--- config.mk ---
export PLATFORM = sky130hd
export DESIGN_NAME = protobuf_wire_token_decoder
export DESIGN_NICKNAME = d
export VERILOG_FILES = /design/src/rtl/pwtd_pkg.sv /design/src/rtl/pwtd_fifo.sv /design/src/rtl/pwtd_front.sv /design/src/rtl/pwtd_back.sv /design/src/rtl/protobuf_wire_token_decoder.sv
export VERILOG_INCLUDE_DIRS = /design/src /design/src/rtl
export SDC_FILE = /design/constraint.sdc
export NUM_CORES = 1
export LEC_CHECK = 0
export ABC_AREA = 1
export BUFFER_PORTS_ARGS = -buffer_cell sky130_fd_sc_hd__buf_2
export CAP_MARGIN = 30
export CORE_ASPECT_RATIO = 1.4
export CORE_MARGIN = 3
export CORE_UTILIZATION = 45
export CTS_BUF_LIST = sky130_fd_sc_hd__clkbuf_16
export DETAILED_ROUTE_END_ITERATION = 8
export GPL_TIMING_DRIVEN = 0
export PLACE_DENSITY = 0.61
export SLEW_MARGIN = 5
export SYNTH_ARGS = -nofsm -noshare
export SYNTH_HDL_FRONTEND = slang
export SYNTH_SLANG_ARGS = --single-unit
--- constraint.sdc ---
create_clock -name clk_i -period 10 [get_ports clk_i]
set_clock_uncertainty 0.1 [all_clocks]
set_input_delay 2 -clock clk_i [delete_from_list [all_inputs] [get_ports clk_i]]
set_output_delay 2 -clock clk_i [all_outputs]
set_load 0.03 [all_outputs]
--- src/rtl/protobuf_wire_token_decoder_assert.svh ---
// Assertion macros used by the top-level decoder file.
`ifndef PROTOBUF_WIRE_TOKEN_DECODER_ASSERT_SVH
`define PROTOBUF_WIRE_TOKEN_DECODER_ASSERT_SVH

// Checks a property on every rising clock edge outside reset.
`define PWTD_ASSERT(label, prop) \
  label: assert property (@(posedge clk_i) disable iff (!rst_ni) prop) \
    else $error("protobuf_wire_token_decoder assertion failed");

// Checks that a condition is never true outside reset.
`define PWTD_ASSERT_NEVER(label, cond) \
  `PWTD_ASSERT(label, !(cond))

`endif

--- src/rtl/pwtd_pkg.sv ---
package pwtd_pkg;

  typedef enum logic [1:0] {
    PH_IDLE,
    PH_VARINT,
    PH_PAYLOAD,
    PH_FIXED
  } phase_e;

  localparam logic [2:0] CMD_UINT    = 3'd0;
  localparam logic [2:0] CMD_SINT32  = 3'd1;
  localparam logic [2:0] CMD_SINT64  = 3'd2;
  localparam logic [2:0] CMD_KEY     = 3'd3;
  localparam logic [2:0] CMD_LEN     = 3'd4;
  localparam logic [2:0] CMD_FIXED32 = 3'd5;
  localparam logic [2:0] CMD_FIXED64 = 3'd6;
  localparam logic [2:0] CMD_NONE    = 3'd7;

  localparam logic [2:0] OUT_UINT    = 3'd0;
  localparam logic [2:0] OUT_SINT32  = 3'd1;
  localparam logic [2:0] OUT_SINT64  = 3'd2;
  localparam logic [2:0] OUT_KEY     = 3'd3;
  localparam logic [2:0] OUT_LEN     = 3'd4;
  localparam logic [2:0] OUT_PAYLOAD = 3'd5;
  localparam logic [2:0] OUT_FIXED32 = 3'd6;
  localparam logic [2:0] OUT_FIXED64 = 3'd7;

  localparam int unsigned FIFO_DEPTH = 2;
  localparam logic [3:0] VARINT_MAX_GROUPS = 4'd10;
  localparam logic [2:0] FIXED32_LAST = 3'd3;
  localparam logic [2:0] FIXED64_LAST = 3'd7;

  typedef struct packed {
    logic [2:0]  cmd;
    logic [7:0]  data_byte;
    logic        at_end;
    logic [16:0] avail_after;
    logic        short32;
    logic        short64;
  } item_t;

  typedef struct packed {
    logic [2:0]  out_kind;
    logic [63:0] value;
    logic [2:0]  wire_type;
    logic [31:0] field_number;
    logic [7:0]  payload_byte;
    logic        last_of_payload;
    logic        error;
  } res_t;

  function automatic logic [2:0] kind_out(input logic [2:0] cmd);
    logic [2:0] k;
    case (cmd)
      CMD_FIXED32: k = OUT_FIXED32;
      CMD_FIXED64: k = OUT_FIXED64;
      default:     k = cmd;
    endcase
    return k;
  endfunction

endpackage

--- src/rtl/pwtd_fifo.sv ---
module pwtd_fifo #(
  parameter int Width = 8
) (
  input  logic             clk_i,
  input  logic             rst_ni,
  input  logic             push_i,
  input  logic [Width-1:0] data_i,
  output logic             full_o,
  input  logic             pop_i,
  output logic [Width-1:0] data_o,
  output logic             empty_o
);

  localparam int PtrW = $clog2(pwtd_pkg::FIFO_DEPTH);
  localparam int CntW = $clog2(pwtd_pkg::FIFO_DEPTH + 1);

  logic [Width-1:0] mem_q [pwtd_pkg::FIFO_DEPTH];
  logic [PtrW-1:0]  wr_ptr_q, wr_ptr_d, rd_ptr_q, rd_ptr_d;
  logic [CntW-1:0]  count_q, count_d;
  logic             do_push, do_pop;

  assign full_o  = (count_q == CntW'(pwtd_pkg::FIFO_DEPTH));
  assign empty_o = (count_q == '0);
  assign do_push = push_i && !full_o;
  assign do_pop  = pop_i && !empty_o;
  assign data_o  = mem_q[rd_ptr_q];

  always_comb begin
    wr_ptr_d = do_push ? wr_ptr_q + PtrW'(1) : wr_ptr_q;
    rd_ptr_d = do_pop ? rd_ptr_q + PtrW'(1) : rd_ptr_q;
    count_d  = count_q;
    if (do_push && !do_pop) begin
      count_d = count_q + CntW'(1);
    end else if (do_pop && !do_push) begin
      count_d = count_q - CntW'(1);
    end
  end

  always_ff @(posedge clk_i or negedge rst_ni) begin
    if (!rst_ni) begin
      wr_ptr_q <= '0;
      rd_ptr_q <= '0;
      count_q  <= '0;
    end else begin
      wr_ptr_q <= wr_ptr_d;
      rd_ptr_q <= rd_ptr_d;
      count_q  <= count_d;
    end
  end

  always_ff @(posedge clk_i) begin
    if (do_push) begin
      mem_q[wr_ptr_q] <= data_i;
    end
  end

endmodule

--- src/rtl/pwtd_front.sv ---
module pwtd_front #(
  parameter longint unsigned MaxBufferBytes = 65536
) (
  input  logic            clk_i,
  input  logic            rst_ni,
  input  logic            push_i,
  output logic            full_o,
  input  logic [2:0]      cmd_i,
  input  logic [7:0]      data_byte_i,
  input  logic [16:0]     bytes_left_i,
  output logic            item_valid_o,
  output pwtd_pkg::item_t item_o,
  input  logic            item_pop_i
);

  pwtd_pkg::item_t item_in;
  logic [16:0]     left_clamped;
  logic            item_empty;

  always_comb begin
    if (64'(bytes_left_i) > MaxBufferBytes) begin
      left_clamped = 17'(MaxBufferBytes);
    end else begin
      left_clamped = bytes_left_i;
    end
    item_in.cmd         = cmd_i;
    item_in.data_byte   = data_byte_i;
    item_in.at_end      = (left_clamped <= 17'd1);
    item_in.avail_after = (left_clamped == '0) ? '0 : left_clamped - 17'd1;
    item_in.short32     = (left_clamped < 17'd4);
    item_in.short64     = (left_clamped < 17'd8);
  end

  pwtd_fifo #(
    .Width($bits(pwtd_pkg::item_t))
  ) u_item_fifo (
    .clk_i  (clk_i),
    .rst_ni (rst_ni),
    .push_i (push_i),
    .data_i (item_in),
    .full_o (full_o),
    .pop_i  (item_pop_i),
    .data_o (item_o),
    .empty_o(item_empty)
  );

  assign item_valid_o = !item_empty;

endmodule

--- src/rtl/pwtd_back.sv ---
module pwtd_back (
  input  logic            clk_i,
  input  logic            rst_ni,
  input  logic            item_valid_i,
  input  pwtd_pkg::item_t item_i,
  output logic            item_pop_o,
  input  logic            res_full_i,
  output logic            res_push_o,
  output pwtd_pkg::res_t  res_o
);

  pwtd_pkg::phase_e phase_q, phase_d, varint_phase, fixed_phase;
  logic [2:0]       kind_q, kind_d, kind_cur;
  logic [63:0]      acc_q, acc_d, base_acc, acc_var, acc_fix;
  logic [3:0]       grp_q, grp_d, base_grp, grp_var;
  logic [2:0]       fix_q, fix_d, base_fix;
  logic [16:0]      rem_q, rem_d;
  logic [6:0]       vshift;
  logic             take, idle, grp_room, cont, len_bad, fix_last, fixed_short;
  logic             varint_hit, fixed_hit, res_hit;
  pwtd_pkg::res_t   varint_res, fixed_res, res;
  logic [31:0]      zz32;

  assign take       = item_valid_i && !res_full_i;
  assign item_pop_o = take;
  assign idle       = (phase_q == pwtd_pkg::PH_IDLE);
  assign kind_cur   = idle ? item_i.cmd : kind_q;
  assign base_acc   = idle ? '0 : acc_q;
  assign base_grp   = idle ? '0 : grp_q;
  assign base_fix   = idle ? '0 : fix_q;
  assign cont       = item_i.data_byte[7];

  // Each varint group lands seven bits further up; bits past the top are lost.
  assign grp_room = (base_grp < pwtd_pkg::VARINT_MAX_GROUPS);
  assign vshift   = {base_grp, 3'b000} - {3'b000, base_grp};
  assign acc_var  = base_acc | (grp_room ? ({57'b0, item_i.data_byte[6:0]} << vshift) : '0);
  assign grp_var  = grp_room ? base_grp + 4'd1 : base_grp;
  assign len_bad  = (acc_var > {47'b0, item_i.avail_after});

  assign acc_fix  = base_acc | ({56'b0, item_i.data_byte} << {base_fix, 3'b000});
  assign fix_last = (kind_cur == pwtd_pkg::CMD_FIXED64) ? (base_fix == pwtd_pkg::FIXED64_LAST)
                                                        : (base_fix == pwtd_pkg::FIXED32_LAST);
  assign fixed_short = (item_i.cmd == pwtd_pkg::CMD_FIXED64) ? item_i.short64
                                                             : item_i.short32;
  assign zz32 = (acc_var[31:0] >> 1) ^ {32{acc_var[0]}};

  always_comb begin
    if (cont) begin
      varint_phase = item_i.at_end ? pwtd_pkg::PH_IDLE : pwtd_pkg::PH_VARINT;
    end else if (kind_cur == pwtd_pkg::CMD_LEN && !len_bad && acc_var != '0) begin
      varint_phase = pwtd_pkg::PH_PAYLOAD;
    end else begin
      varint_phase = pwtd_pkg::PH_IDLE;
    end
    fixed_phase = fix_last ? pwtd_pkg::PH_IDLE : pwtd_pkg::PH_FIXED;
  end

  always_comb begin
    phase_d = phase_q;
    if (take) begin
      case (phase_q)
        pwtd_pkg::PH_IDLE: begin
          if (item_i.cmd == pwtd_pkg::CMD_NONE) begin
            phase_d = pwtd_pkg::PH_IDLE;
          end else if (item_i.cmd <= pwtd_pkg::CMD_LEN) begin
            phase_d = varint_phase;
          end else if (fixed_short) begin
            phase_d = pwtd_pkg::PH_IDLE;
          end else begin
            phase_d = fixed_phase;
          end
        end
        pwtd_pkg::PH_VARINT: begin
          phase_d = varint_phase;
        end
        pwtd_pkg::PH_PAYLOAD: begin
          phase_d = (rem_q <= 17'd1) ? pwtd_pkg::PH_IDLE : pwtd_pkg::PH_PAYLOAD;
        end
        pwtd_pkg::PH_FIXED: begin
          phase_d = fixed_phase;
        end
        default: begin
          phase_d = pwtd_pkg::PH_IDLE;
        end
      endcase
    end
  end

  always_comb begin
    kind_d = kind_q;
    acc_d  = acc_q;
    grp_d  = grp_q;
    fix_d  = fix_q;
    rem_d  = rem_q;
    if (take) begin
      kind_d = kind_cur;
      if (phase_q == pwtd_pkg::PH_PAYLOAD) begin
        rem_d = (rem_q <= 17'd1) ? '0 : rem_q - 17'd1;
      end else if (kind_cur <= pwtd_pkg::CMD_LEN) begin
        acc_d = acc_var;
        grp_d = grp_var;
        fix_d = '0;
        if (varint_phase == pwtd_pkg::PH_PAYLOAD) begin
          rem_d = acc_var[16:0];
        end
      end else begin
        acc_d = acc_fix;
        grp_d = '0;
        fix_d = fix_last ? '0 : base_fix + 3'd1;
      end
    end
  end

  always_comb begin
    varint_res = '0;
    varint_hit = 1'b1;
    varint_res.out_kind = kind_cur;
    if (cont) begin
      varint_hit       = item_i.at_end;
      varint_res.error = 1'b1;
    end else begin
      case (kind_cur)
        pwtd_pkg::CMD_SINT32: begin
          varint_res.value = {{32{zz32[31]}}, zz32};
        end
        pwtd_pkg::CMD_SINT64: begin
          varint_res.value = (acc_var >> 1) ^ {64{acc_var[0]}};
        end
        pwtd_pkg::CMD_KEY: begin
          varint_res.value        = acc_var;
          varint_res.wire_type    = acc_var[2:0];
          varint_res.field_number = acc_var[34:3];
        end
        pwtd_pkg::CMD_LEN: begin
          varint_res.error = len_bad;
          varint_res.value = len_bad ? '0 : acc_var;
        end
        default: begin
          varint_res.out_kind = pwtd_pkg::OUT_UINT;
          varint_res.value    = acc_var;
        end
      endcase
    end
  end

  always_comb begin
    fixed_res          = '0;
    fixed_res.out_kind = pwtd_pkg::kind_out(kind_cur);
    fixed_res.value    = acc_fix;
    fixed_hit          = fix_last;
  end

  always_comb begin
    res     = '0;
    res_hit = 1'b0;
    case (phase_q)
      pwtd_pkg::PH_IDLE: begin
        if (item_i.cmd == pwtd_pkg::CMD_NONE) begin
          res_hit = 1'b0;
        end else if (item_i.cmd <= pwtd_pkg::CMD_LEN) begin
          res     = varint_res;
          res_hit = varint_hit;
        end else if (fixed_short) begin
          res.out_kind = pwtd_pkg::kind_out(item_i.cmd);
          res.error    = 1'b1;
          res_hit      = 1'b1;
        end else begin
          res     = fixed_res;
          res_hit = fixed_hit;
        end
      end
      pwtd_pkg::PH_VARINT: begin
        res     = varint_res;
        res_hit = varint_hit;
      end
      pwtd_pkg::PH_PAYLOAD: begin
        res.out_kind        = pwtd_pkg::OUT_PAYLOAD;
        res.payload_byte    = item_i.data_byte;
        res.last_of_payload = (rem_q <= 17'd1);
        res_hit             = 1'b1;
      end
      pwtd_pkg::PH_FIXED: begin
        res     = fixed_res;
        res_hit = fixed_hit;
      end
      default: begin
        res_hit = 1'b0;
      end
    endcase
  end

  assign res_push_o = take && res_hit;
  assign res_o      = res;

  always_ff @(posedge clk_i or negedge rst_ni) begin
    if (!rst_ni) begin
      phase_q <= pwtd_pkg::PH_IDLE;
      kind_q  <= '0;
      acc_q   <= '0;
      grp_q   <= '0;
      fix_q   <= '0;
      rem_q   <= '0;
    end else begin
      phase_q <= phase_d;
      kind_q  <= kind_d;
      acc_q   <= acc_d;
      grp_q   <= grp_d;
      fix_q   <= fix_d;
      rem_q   <= rem_d;
    end
  end

endmodule

--- src/rtl/protobuf_wire_token_decoder.sv ---
// Throughput: one byte per cycle while results are popped, set by the combinational
// shift-or of the accumulator in the decode stage.
// Two-entry queues sit in front of and behind the decode stage.
// Reset (asynchronous, active low) empties both queues and leaves the decoder idle.
`include "protobuf_wire_token_decoder_assert.svh"

module protobuf_wire_token_decoder #(
  parameter longint unsigned MAX_BUFFER_BYTES = 65536
) (
  input  logic        clk_i,
  input  logic        rst_ni,
  input  logic        push,
  output logic        full,
  input  logic [2:0]  cmd_i,
  input  logic [7:0]  data_byte_i,
  input  logic [16:0] bytes_left_i,
  output logic        empty,
  input  logic        pop,
  output logic [2:0]  out_kind_o,
  output logic [63:0] value_o,
  output logic [2:0]  wire_type_o,
  output logic [31:0] field_number_o,
  output logic [7:0]  payload_byte_o,
  output logic        last_of_payload_o,
  output logic        error_o
);

  pwtd_pkg::item_t item;
  pwtd_pkg::res_t  res_in, res_out;
  logic            item_valid, item_pop, res_full, res_push;

  pwtd_front #(
    .MaxBufferBytes(MAX_BUFFER_BYTES)
  ) u_front (
    .clk_i       (clk_i),
    .rst_ni      (rst_ni),
    .push_i      (push),
    .full_o      (full),
    .cmd_i       (cmd_i),
    .data_byte_i (data_byte_i),
    .bytes_left_i(bytes_left_i),
    .item_valid_o(item_valid),
    .item_o      (item),
    .item_pop_i  (item_pop)
  );

  pwtd_back u_back (
    .clk_i       (clk_i),
    .rst_ni      (rst_ni),
    .item_valid_i(item_valid),
    .item_i      (item),
    .item_pop_o  (item_pop),
    .res_full_i  (res_full),
    .res_push_o  (res_push),
    .res_o       (res_in)
  );

  pwtd_fifo #(
    .Width($bits(pwtd_pkg::res_t))
  ) u_res_fifo (
    .clk_i  (clk_i),
    .rst_ni (rst_ni),
    .push_i (res_push),
    .data_i (res_in),
    .full_o (res_full),
    .pop_i  (pop),
    .data_o (res_out),
    .empty_o(empty)
  );

  assign out_kind_o        = res_out.out_kind;
  assign value_o           = res_out.value;
  assign wire_type_o       = res_out.wire_type;
  assign field_number_o    = res_out.field_number;
  assign payload_byte_o    = res_out.payload_byte;
  assign last_of_payload_o = res_out.last_of_payload;
  assign error_o           = res_out.error;

  `PWTD_ASSERT(a_error_value_zero, (!empty && error_o) |-> (value_o == '0))
  `PWTD_ASSERT(a_last_only_payload,
               (!empty && last_of_payload_o) |-> (out_kind_o == pwtd_pkg::OUT_PAYLOAD))
  `PWTD_ASSERT(a_key_fields_only_key,
               (!empty && out_kind_o != pwtd_pkg::OUT_KEY) |->
               (wire_type_o == '0 && field_number_o == '0))
  `PWTD_ASSERT_NEVER(a_push_into_full_result, res_push && res_full)

endmodule
==> results of run 1 <==
cell type report:
type	count	share of cell area [%]
inverters	272	4.094
repair buffers	160	3.983
clock buffers	39	3.913
clock inverters	30	0.9833
plain buffers	141	2.544
well taps	630	3.161
multi-input cells	1878	36.75
flip-flops and latches	387	44.57
cells by family after synthesis:
logic type	after synthesis	share of synthesized area, %
muxes	16	0.7310
buffers and inverters	413	7.556
DFF	387	50.74
and+or+nand+nor	1168	21.98
AOI/OAI and AO/OA	613	15.31
adders and majority gates	26	1.485
xor gates and xnor gates	55	2.199
layer usage:
layer / vias up / global-route usage (%) / part of all wire, %
li1: 9347 / - / -
met3: 341 / 7.411 / 7.2
met1: 9608 / 40.26 / 36
met2: 964 / 57.42 / 47
met5: - / 0 / 0
met4: 0 / 26.83 / 9.6
placed cells by master, fill, tap and decap left out, types with 6 or more instances in the layout:
master | synthesis | final
sky130_fd_sc_hd__nand2_2 | 13 | 13
sky130_fd_sc_hd__xnor2_1 | 35 | 35
sky130_fd_sc_hd__nor3_1 | 10 | 10
sky130_fd_sc_hd__clkinv_2 | 0 | 6
sky130_fd_sc_hd__nor2_4 | 6 | 10
sky130_fd_sc_hd__o22ai_1 | 63 | 63
sky130_fd_sc_hd__xor2_1 | 20 | 20
sky130_fd_sc_hd__mux2i_1 | 16 | 16
sky130_fd_sc_hd__inv_1 | 256 | 267
sky130_fd_sc_hd__o21ai_0 | 283 | 283
sky130_fd_sc_hd__o21a_1 | 8 | 8
sky130_fd_sc_hd__inv_2 | 13 | 13
sky130_fd_sc_hd__a21oi_1 | 173 | 173
sky130_fd_sc_hd__clkbuf_1 | 89 | 89
sky130_fd_sc_hd__clkinv_1 | 3 | 6
sky130_fd_sc_hd__nand4_1 | 10 | 10
sky130_fd_sc_hd__o21ai_1 | 26 | 26
sky130_fd_sc_hd__edfxtp_1 | 286 | 286
sky130_fd_sc_hd__dfrtp_1 | 101 | 101
sky130_fd_sc_hd__nand2_1 | 701 | 701
sky130_fd_sc_hd__buf_1 | 20 | 20
sky130_fd_sc_hd__o21bai_1 | 12 | 12
sky130_fd_sc_hd__a31oi_1 | 16 | 16
sky130_fd_sc_hd__buf_12 | 0 | 7
sky130_fd_sc_hd__buf_6 | 6 | 8
sky130_fd_sc_hd__nor2_1 | 287 | 283
sky130_fd_sc_hd__nand3_1 | 110 | 110
sky130_fd_sc_hd__buf_2 | 15 | 159
sky130_fd_sc_hd__clkbuf_16 | 0 | 39
sky130_fd_sc_hd__ha_1 | 26 | 26
sky130_fd_sc_hd__buf_4 | 11 | 12
worst min path at each step:
stage	depth (start not counted)	from	slack, ns	end
after floorplan	2	u_back.kind_q[2]	0.35	u_back.kind_q[2]
after global placement	2	u_back.kind_q[2]	0.36	u_back.kind_q[2]
after detailed placement	2	u_back.acc_q[4]	0.38	u_back.acc_q[4]
after CTS	2	u_back.kind_q[1]	0.40	u_back.kind_q[1]
after global routing	2	u_back.kind_q[1]	0.42	u_back.kind_q[1]
final	2	u_back.kind_q[0]	0.40	u_back.kind_q[0]
stage by stage:
stage	utilization [%]	instances
2_1_floorplan	-	2678
3_3_place_gp	48.77	3453
3_5_place_dp	49.29	3465
4_1_cts	51.83	3534
5_1_grt	51.94	3537
6_report	51.94	3537
worst max-delay path: cells and delay by family (launching register included):
| kind | cells | cell delay (ns) |
|---|---|---|
| AND/OR/NAND/NOR | 11 | 1.56 |
| flip-flops | 1 | 0.36 |
| AO/OA/AOI/OAI | 9 | 1.56 |
| buffers and inverters | 8 | 2.16 |
| adder cells (fa/ha/maj) | 2 | 0.67 |
flip-flops by register name, indices dropped and copies added (netlist names):
| register | cells |
|---|---|
| u_back.acc_q | 64 |
| u_back.fix_q | 3 |
| u_back.grp_q | 4 |
| u_back.kind_q | 3 |
| u_back.phase_q | 2 |
| u_back.rem_q | 17 |
| u_front.u_item_fifo.count_q | 2 |
| u_front.u_item_fifo.mem_q | 62 |
| u_front.u_item_fifo.rd_ptr_q | 1 |
| u_front.u_item_fifo.wr_ptr_q | 1 |
| u_res_fifo.count_q | 2 |
| u_res_fifo.mem_q | 224 |
| u_res_fifo.rd_ptr_q | 1 |
| u_res_fifo.wr_ptr_q | 1 |
==> qor.yml, run 1 <==
max_capacitance_violation_total: 0
antenna-diode-count: 0
ys_seq_area_share_pct: 50.74
dpl_cell_area_mm2: 0.02367
timing.hold.worst.class: "reg2reg"
netlist_instances: 2678
detail_route.first_pass.iterations: 6
fp.dieArea_mm2: 0.05140
ys_ff_latch: 387
insertion_delay_to_the_later_sink_of_the_worst_skew_pair_ns: 0.58
drtAntennaViolNets: 0
clock_tree_from_tritoncts: "yes"
synth_top_area_share_pct: 39.20
cp-endpoint: "u_res_fifo.mem_q[1][54]"
area.sequential_mm2: 0.01112
timing.rr.end: "u_res_fifo.mem_q[1][54]"
grt_pass1_wl_mm: 129.9
core.rowCount: 95
final_critical_path_setup_slack_ns: 3.282
cts_setup_buffers: 0
cts_hold_buf: 0
critPathMaxStageDelay_ns: 0.76
layout-drive-gt1-share_pct: 10.84
least_margin_pin_slew_ns: 1.058
yosysUniqueCellTypes: 52
path_max_fanout: 10
worstSetupStartpointType: "flop"
timing_worst_setup_path_type: "reg2reg"
syn_nets: 2736
post_cts.resized_instances: 0
worst_path_clk_slew_ns: 0.06
global_placement_routability_congestion: 1.078
pin_count: 146
totalWireLength_mm: 91.01
finalCritPeriodShare_pct: 67.18
multiInputGateArea_mm2: 0.009166
grt_max_degree: 56
number_of_enable_type_register_cells_in_the_synthesized_netlist: 286
fp.dieW_um: 192.5
start_util_pct: 45.62
r2r_start: "u_back.phase_q[0]"
ys.warnings.count: 0
rsz0062_at_grt: "no"
num_vias: 20260
setup-tns-final_ns: 0
avgRoutedWirePerCell_um: 25.73
status: "complete, no violations"
postSynth.topFlopCell: "sky130_fd_sc_hd__edfxtp_1"
global_route_total_usage_across_every_layer_pct: 35.18
min_period_ns: 6.718
synth_top_cell_by_area: "sky130_fd_sc_hd__edfxtp_1"
die-height_um: 267.1
number_of_global_route_vias_before_repair: 19550
worst_slack_at_placement_ns: 3.406
drc: 0
yosys.cell_count.top_type: "sky130_fd_sc_hd__nand2_1"
ys_top_cells_by_area: "sky130_fd_sc_hd__edfxtp_1 39%, sky130_fd_sc_hd__nand2_1 12%, sky130_fd_sc_hd__dfrtp_1 12%"
r2r.worst_path.cells: 30
worst_slack_on_hold_paths_ns: 0.4011
tritoncts_num_sinks: 387
drv_slew: 0
n_fill_cell: 4603
finalSetupViolCount: 0
mappedNetlistArea_mm2: 0.02191
layout.cell_area.non_filler_mm2: 0.02494
timing.slew.headroom_pct: 29.46
type_of_element_capturing_the_critical_path: "flop"
synthTopCellsByCount: "701 x sky130_fd_sc_hd__nand2_1, 287 x sky130_fd_sc_hd__nor2_1, 286 x sky130_fd_sc_hd__edfxtp_1, 283 x sky130_fd_sc_hd__o21ai_0, 256 x sky130_fd_sc_hd__inv_1"
grt_overflow_total: 0
clock.fmax_mhz: 148.9
cts_inserted_buffers: 38
areaGrowthSynthToFinish_pct: 13.84
crit_path_start: "u_back.phase_q[0]"
register_to_register_setup_slack_ns: 3.28
critPathArrivalTime_ns: 6.92
vias_per_cell: 5.728
worst_ep_required_time_ns: 10.21
crit_path_top_delay_cell: "sky130_fd_sc_hd__clkbuf_1"
post-dp-hpwl_mm: 71.79
layout.nets: 2936
worst_path_most_repeated_cell: "sky130_fd_sc_hd__nor2_1"
report.final.hold_viol_count: 0
placement.io_buffers: 145
proportion_of_register_bits_with_asynchronous_set_or_reset_after_synthesis_pct: 26.10
drtIter0Drc: 1996
antenna_found_initial: 1
clk_path_buf_depth: 3
ctsHtreeMaxLevel: 2
core_region_area_mm2: 0.04802
cts_root_buffer: "sky130_fd_sc_hd__clkbuf_16"
average_size_of_a_mapped_cell_um2: 8.180
Power of run 1 is left out: the tool's default activity adds up to more than one toggle a clock period on the data nets, which glitch-free logic cannot reach.
==> run 2, diff against run 1 <==
==> constraint.sdc (replaced) <==
create_clock -name clk_i -period 6.8 [get_ports clk_i]
set_clock_uncertainty 0.1 [all_clocks]
set_input_delay 1.36 -clock clk_i [delete_from_list [all_inputs] [get_ports clk_i]]
set_output_delay 1.36 -clock clk_i [all_outputs]
set_load 0.03 [all_outputs]
==> run 2 against run 1 <==
Worst setup slack got worse by 3.1 ns. Die area did not move. Design area rose by 0.25%. Count of clock-buffer cells in the layout rose by 1. Sequential share of layout area fell by 0.11 points. Core utilization rose by 0.13 points. Critical path type unchanged. Largest cell class unchanged.
==> qor.yml, run 2 (synthesis results as in run 1) <==
status: "complete, no violations"  # unchanged
worst_slack_at_placement_ns: 0.2936  # was 3.406 ns
critical_path.top_delay_family: "compound AO/OA/AOI/OAI gates"  # was buffers and inverters
rsz0062_at_grt: "no"  # unchanged
worst_ep_required_time_ns: 7.02  # was 10.21 ns
totalWireLength_mm: 92.11  # was 91.01 mm
finalSetupViolCount: 0  # unchanged
final-instance-count-excl-fill: 3539  # was 3537
register_to_register_setup_slack_ns: 0.20  # was 3.28 ns
areaGrowthSynthToFinish_pct: 14.13  # was 13.84%
r2r.worst_path.cells: 26  # was 30
grt_overflow_total: 0  # unchanged
insertion_delay_to_the_later_sink_of_the_worst_skew_pair_ns: 0.59  # was 0.58 ns
timing.hold.worst.class: "reg2reg"  # unchanged
worst_path_clk_slew_ns: 0.06  # about the same
clk_path_buf_depth: 3  # unchanged
vias_per_cell: 5.795  # was 5.728
cts_inserted_buffers: 39  # was 38
pin_count: 146  # unchanged
layout.cell_area.non_filler_mm2: 0.02500  # was 0.02494 mm²
layout-drive-gt1-share_pct: 11.01  # was 10.84%
dpl_cell_area_mm2: 0.02365  # was 0.02367 mm²
global_route_total_usage_across_every_layer_pct: 35.67  # was 35.18%
finalCritPeriodShare_pct: 97.03  # was 67.18%
grt_pass1_wl_mm: 130.7  # was 129.9 mm
report.final.hold_viol_count: 0  # unchanged
avgRoutedWirePerCell_um: 26.03  # was 25.73 µm
least_margin_pin_slew_ns: 1.106  # was 1.058 ns
min_period_ns: 6.598  # was 6.718 ns
path_depth: 26  # was 30
post-dp-hpwl_mm: 71.43  # was 71.79 mm
type_of_element_capturing_the_critical_path: "flop"  # unchanged
critPathArrivalTime_ns: 6.82  # was 6.92 ns
timing.slew.headroom_pct: 25.98  # was 29.46%
grt_max_degree: 77  # was 56
ctsHtreeMaxLevel: 2  # unchanged
detail_route.first_pass.iterations: 6  # unchanged
num_vias: 20510  # was 20260
place_inst: 3464  # was 3465
final_critical_path_setup_slack_ns: 0.2020  # was 3.282 ns
fp.dieW_um: 192.5  # unchanged
placement.io_buffers: 145  # unchanged
r2r_start: "u_back.phase_q[0]"  # unchanged
clock.fmax_mhz: 151.6  # was 148.9 MHz
path_max_fanout: 10  # unchanged
core_region_area_mm2: 0.04802  # unchanged
drtIter0Drc: 2098  # was 1996
die-height_um: 267.1  # unchanged
layout_commonest_cell: "sky130_fd_sc_hd__nand2_1"  # unchanged
crit_path_top_delay_cell: "sky130_fd_sc_hd__o21bai_1"  # was sky130_fd_sc_hd__clkbuf_1
worstSetupStartpointType: "flop"  # unchanged
global_placement_routability_congestion: 1.068  # was 1.078
max_capacitance_violation_total: 0  # unchanged
cp-endpoint: "u_res_fifo.mem_q[0][55]"  # was u_res_fifo.mem_q[1][54]
reg.largest.list: "u_res_fifo.mem_q (224), u_back.acc_q (64), u_front.u_item_fifo.mem_q (62)"  # unchanged
largest_register_ffs: 224  # unchanged
largest_register_by_flop_count: "u_res_fifo.mem_q"  # unchanged
drc: 0  # unchanged
cts_root_buffer: "sky130_fd_sc_hd__clkbuf_16"  # unchanged
start_util_pct: 45.62  # unchanged
drtAntennaViolNets: 0  # unchanged
drv_slew: 0  # unchanged
fp.dieArea_mm2: 0.05140  # unchanged
critPathMaxStageDelay_ns: 0.88  # was 0.76 ns
antenna_found_initial: 3  # was 1
layout.nets: 2935  # was 2936
timing_worst_setup_path_type: "reg2reg"  # unchanged
number_of_global_route_vias_before_repair: 19570  # was 19550
crit_path_start: "u_back.phase_q[0]"  # unchanged
timing.rr.end: "u_res_fifo.mem_q[0][55]"  # was u_res_fifo.mem_q[1][54]
cts_hold_buf: 0  # unchanged
worst-path-buf-inv: 6  # was 8
tritoncts_num_sinks: 387  # unchanged
layout.cells.most_common_list: "701 x sky130_fd_sc_hd__nand2_1, 286 x sky130_fd_sc_hd__edfxtp_1, 283 x sky130_fd_sc_hd__o21ai_0, 283 x sky130_fd_sc_hd__nor2_1, 263 x sky130_fd_sc_hd__inv_1"  # was 701 x sky130_fd_sc_hd__nand2_1, 286 x sky130_fd_sc_hd__edfxtp_1, 283 x sky130_fd_sc_hd__o21ai_0, 283 x sky130_fd_sc_hd__nor2_1, 267 x sky130_fd_sc_hd__inv_1
core.rowCount: 95  # unchanged
clock_tree_from_tritoncts: "yes"  # unchanged
## run 2: changes by cell type in the layout (fill, tap and decap cells not counted), moves of 2 or more
cell                         before  now
sky130_fd_sc_hd__clkinvlp_4       0    2
sky130_fd_sc_hd__inv_1          267  263
sky130_fd_sc_hd__diode_2          0    3
sky130_fd_sc_hd__clkinv_2         6    4
sky130_fd_sc_hd__buf_8            5    3
## run 2: final cells by class
| cell class | instances | area, µm² |
|---|---|---|
| Inverter | 272 | 1021 |
| Clock inverter | 30 | 285.3 |
| Multi-Input combinational cell | 1878 | 9174 |
| Clock buffer | 40 | 1001 |
| Antenna cell | 3 | 7.507 |
| Timing Repair Buffer | 159 | 979.7 |
| Buffer | 140 | 630.6 |
| Sequential cell | 387 | 11120 |
| Fill cell | 4635 | 23020 |
| Tap cell | 630 | 788.3 |
## run 2: worst reg2reg max path, stage by stage (launching register included)
cell	delay, ns
sky130_fd_sc_hd__dfrtp_1	0.35
sky130_fd_sc_hd__buf_4	0.18
sky130_fd_sc_hd__inv_2	0.11
sky130_fd_sc_hd__nand2_4	0.17
sky130_fd_sc_hd__nand2_2	0.19
sky130_fd_sc_hd__inv_1	0.09
sky130_fd_sc_hd__ha_1	0.41
sky130_fd_sc_hd__inv_1	0.08
sky130_fd_sc_hd__clkbuf_1	0.22
sky130_fd_sc_hd__nand3_1	0.21
sky130_fd_sc_hd__nand3_1	0.09
sky130_fd_sc_hd__nand2_1	0.15
sky130_fd_sc_hd__nand3_1	0.33
sky130_fd_sc_hd__o21bai_1	0.88
sky130_fd_sc_hd__ha_1	0.38
sky130_fd_sc_hd__nand2_1	0.08
sky130_fd_sc_hd__nor2_1	0.07
sky130_fd_sc_hd__a21oi_1	0.15
sky130_fd_sc_hd__o2111ai_1	0.14
sky130_fd_sc_hd__a21oi_1	0.16
sky130_fd_sc_hd__o21ai_0	0.23
sky130_fd_sc_hd__nor2_2	0.28
sky130_fd_sc_hd__nand3_4	0.23
sky130_fd_sc_hd__nand2_2	0.18
sky130_fd_sc_hd__buf_2	0.29
sky130_fd_sc_hd__a21oi_1	0.19
sky130_fd_sc_hd__o22ai_1	0.40
## run 2: stage by stage
step                utilization (%)  TNS [ns]  hold WS [ns]
floorplan                         -         0        0.3479
global placement              48.78   -372.01        0.3625
detailed placement            49.26         0        0.3742
CTS                           51.94         0        0.3915
global route                  52.05         0        0.4039
finish                        52.07         0        0.3920
## run 2: worst min path at each step
stage | cells after the start | startpoint | endpoint | slack (ns)
global route | 2 | u_back.kind_q[1] | u_back.kind_q[1] | 0.40
finish | 2 | u_back.kind_q[1] | u_back.kind_q[1] | 0.39
CTS | 2 | u_back.acc_q[4] | u_back.acc_q[4] | 0.39
floorplan | 2 | u_back.kind_q[2] | u_back.kind_q[2] | 0.35
global placement | 2 | u_back.kind_q[2] | u_back.kind_q[2] | 0.36
detailed placement | 2 | u_back.acc_q[4] | u_back.acc_q[4] | 0.37
## run 2: metal layers
layer | part of all wire (%) | up-vias | track usage (%) | routed length (µm)
met1 | 36 | 9723 | 41.17 | 33000
li1 | - | 9340 | - | -
met2 | 47 | 1104 | 58.11 | 42880
met5 | 0.014 | - | 0 | 13
met4 | 9.9 | 2 | 27.99 | 9111
met3 | 7.7 | 339 | 6.586 | 7102
## run 2: repair_timing
action	CTS	global route
resized for setup	0	1
endpoints found under the setup margin	0	16
buffers inserted	0	0
endpoints found under the hold margin	0	0
Power of run 2 is left out for the same reason.
==> run 3, diff against run 2 <==
--- a/config.mk
+++ b/config.mk
@@ -16,6 +16,7 @@
 export DETAILED_ROUTE_END_ITERATION = 8
 export GPL_TIMING_DRIVEN = 0
 export PLACE_DENSITY = 0.61
+export SETUP_SLACK_MARGIN = 0.4
 export SLEW_MARGIN = 5
 export SYNTH_ARGS = -nofsm -noshare
 export SYNTH_HDL_FRONTEND = slang
==> run 3 against run 2 <==
Sequential share of layout area decreased by 0.078 points. Worst setup slack improved by 0.21 ns. Via count rose by 0.39%. First-iteration DRC count is 2.6% lower. Critical endpoint is now u_res_fifo.mem_q[0][54]. Register-to-register slack improved by 0.21 ns. Count of clock-buffer cells in the layout stayed put. Core utilization is 0.091 points higher. Critical path depth is 5 higher. Non-clock buffer count grew 1.
==> qor.yml, run 3 (synthesis results as in run 1) <==
final_critical_path_setup_slack_ns: 0.4130  # was 0.2020 ns
antenna_found_initial: 3  # unchanged
worst_slack_at_placement_ns: 0.2936  # unchanged
clock.fmax_mhz: 156.6  # was 151.6 MHz
core_region_area_mm2: 0.04802  # unchanged
register_to_register_setup_slack_ns: 0.41  # was 0.20 ns
n_fill_cell: 4630  # was 4635
die-height_um: 267.1  # unchanged
cts_root_buffer: "sky130_fd_sc_hd__clkbuf_16"  # unchanged
least_margin_pin_slew_ns: 1.153  # was 1.106 ns
worst_path_most_repeated_cell: "sky130_fd_sc_hd__nand2_2"
largest_register_ffs: 224  # unchanged
report.final.hold_viol_count: 0  # unchanged
critical_path.top_delay_family: "simple AND/OR/NAND/NOR gates"  # was compound AO/OA/AOI/OAI gates
insertion_delay_to_the_later_sink_of_the_worst_skew_pair_ns: 0.59  # about the same
start_util_pct: 45.62  # unchanged
layout-drive-gt1-share_pct: 11.39  # was 11.01%
fp.dieArea_mm2: 0.05140  # unchanged
tritoncts_num_sinks: 387  # unchanged
status: "complete, no violations"  # unchanged
r2r.worst_path.cells: 31  # was 26
min_to: "u_back.kind_q[1]"  # unchanged
clock_tree_from_tritoncts: "yes"  # unchanged
num_vias: 20590  # was 20510
cts_setup_buffers: 0  # unchanged
timing_worst_setup_path_type: "reg2reg"  # unchanged
path_max_fanout: 10  # unchanged
finalSetupViolCount: 0  # unchanged
avgRoutedWirePerCell_um: 26.06  # was 26.03 µm
vias_per_cell: 5.816  # was 5.795
largest_register_by_flop_count: "u_res_fifo.mem_q"  # unchanged
drtAntennaViolNets: 0  # unchanged
pin_count: 146  # unchanged
core.rowCount: 95  # unchanged
worstSetupStartpointType: "flop"  # unchanged
drv_slew: 0  # unchanged
type_of_element_capturing_the_critical_path: "flop"  # unchanged
post-dp-hpwl_mm: 71.43  # unchanged
number_of_global_route_vias_before_repair: 19570  # unchanged
drtIter0Drc: 2044  # was 2098
critPathArrivalTime_ns: 6.52  # was 6.82 ns
rsz0062_at_grt: "no"  # unchanged
clk_path_buf_depth: 3  # unchanged
worst_path_clk_slew_ns: 0.06  # about the same
ctsHtreeMaxLevel: 2  # unchanged
totalWireLength_mm: 92.26  # was 92.11 mm
layout.nets: 2936  # was 2935
worst-path-buf-inv: 7  # was 6
placement.io_buffers: 145  # unchanged
min_period_ns: 6.387  # was 6.598 ns
fp.dieW_um: 192.5  # unchanged
timing.slew.headroom_pct: 22.86  # was 25.98%
worst_ep_required_time_ns: 6.93  # was 7.02 ns
min_delay_path_depth: 2  # unchanged
crit_path_top_delay_cell: "sky130_fd_sc_hd__clkbuf_2"  # was sky130_fd_sc_hd__o21bai_1
layout_commonest_cell: "sky130_fd_sc_hd__nand2_1"  # unchanged
layout.cells.most_common_list: "700 x sky130_fd_sc_hd__nand2_1, 286 x sky130_fd_sc_hd__edfxtp_1, 283 x sky130_fd_sc_hd__nor2_1"  # was 701 x sky130_fd_sc_hd__nand2_1, 286 x sky130_fd_sc_hd__edfxtp_1, 283 x sky130_fd_sc_hd__o21ai_0, 283 x sky130_fd_sc_hd__nor2_1, 263 x sky130_fd_sc_hd__inv_1
critPathMaxStageDelay_ns: 0.35  # was 0.88 ns
worst_slack_on_hold_paths_ns: 0.3904  # was 0.3920 ns
finalCritPeriodShare_pct: 93.93  # was 97.03%
detail_route.first_pass.iterations: 8  # was 6
reg.largest.list: "u_res_fifo.mem_q (224), u_back.acc_q (64), u_front.u_item_fifo.mem_q (62)"  # unchanged
timing.rr.end: "u_res_fifo.mem_q[0][54]"  # was u_res_fifo.mem_q[0][55]
areaGrowthSynthToFinish_pct: 14.33  # was 14.13%
grt_overflow_total: 0  # unchanged
grt_max_degree: 77  # unchanged
hold_path_startpoint: "u_back.kind_q[1]"  # unchanged
crit_path_start: "u_back.phase_q[0]"  # unchanged
drc: 0  # unchanged
r2r_start: "u_back.phase_q[0]"  # unchanged
global_placement_routability_congestion: 1.068  # unchanged
cts_inserted_buffers: 39  # unchanged
timing.hold.worst.class: "reg2reg"  # unchanged
max_capacitance_violation_total: 0  # unchanged
grt_pass1_wl_mm: 130.7  # unchanged
global_route_total_usage_across_every_layer_pct: 35.67  # unchanged
==> run 3: cell types whose count changed in the layout (fill, tap and decap cells not counted) <==
cell | previous run | this run
sky130_fd_sc_hd__o21ai_0 | 283 | 282
sky130_fd_sc_hd__o22ai_1 | 63 | 60
sky130_fd_sc_hd__o21bai_2 | 1 | 4
sky130_fd_sc_hd__clkbuf_1 | 88 | 86
sky130_fd_sc_hd__nand2_1 | 701 | 700
sky130_fd_sc_hd__clkbuf_2 | 0 | 3
sky130_fd_sc_hd__o21bai_1 | 11 | 8
sky130_fd_sc_hd__a21oi_1 | 173 | 172
sky130_fd_sc_hd__a21oi_2 | 0 | 1
sky130_fd_sc_hd__nand2_2 | 13 | 14
sky130_fd_sc_hd__o21ai_1 | 25 | 26
sky130_fd_sc_hd__o22ai_2 | 2 | 5
==> run 3: tightest hold or removal path, cell delays in order, from the launching register on <==
cell and delay (ns):
sky130_fd_sc_hd__dfrtp_1 0.34, sky130_fd_sc_hd__nand2_1 0.05, sky130_fd_sc_hd__o21ai_0 0.06
==> run 3: final cells by class <==
| cell class | count | area (µm²) | area share (%) |
|---|---|---|---|
| sequential | 387 | 11120 | 44.38 |
| multi-input combinational | 1878 | 9210 | 36.77 |
| inverter | 272 | 1021 | 4.076 |
| clock buffer | 40 | 1001 | 3.996 |
| timing repair buffer | 159 | 979.7 | 3.911 |
| tap | 630 | 788.3 | 3.147 |
| buffer | 141 | 638.1 | 2.548 |
| clock inverter | 30 | 285.3 | 1.139 |
| antenna | 3 | 7.507 | 0.02997 |
==> run 3: per-layer routing <==
| metal | share of wire, % | global-route usage, % |
|---|---|---|
| met1 | 36 | 41.17 |
| met2 | 47 | 58.11 |
| met3 | 7.9 | 6.586 |
| met4 | 9.5 | 27.99 |
| met5 | 0.014 | 0 |
==> run 3: worst max-delay path by stage <==
stage | end | slack [ns] | cells after the start
2_1_floorplan | u_res_fifo.mem_q[1][0] | 1.03 | 13
3_3_place_gp | u_res_fifo.mem_q[1][51] | -1.71 | 12
3_5_place_dp | u_res_fifo.mem_q[0][55] | 0.29 | 30
4_1_cts | u_res_fifo.mem_q[0][68] | 0.50 | 27
5_1_grt | u_res_fifo.mem_q[0][58] | 0.45 | 30
6_report | u_res_fifo.mem_q[0][54] | 0.41 | 31
==> run 3: repair_timing <==
item / 4_1_cts / 5_1_grt
gates resized for setup: 1 / 14
setup endpoints to repair: 14 / 44
hold buffers: 0 / 0
==> run 3: through the flow <==
step	setup TNS [ns]	utilization [%]	instance area (µm²)	std cells
5_1_grt	0	52.14	25040	3537
2_1_floorplan	0	-	21910	2678
4_1_cts	0	51.94	24940	3534
3_3_place_gp	-372.01	48.78	23430	3453
6_report	0	52.16	25050	3540
3_5_place_dp	0	49.26	23650	3464
Power of run 3 is left out for the same reason.
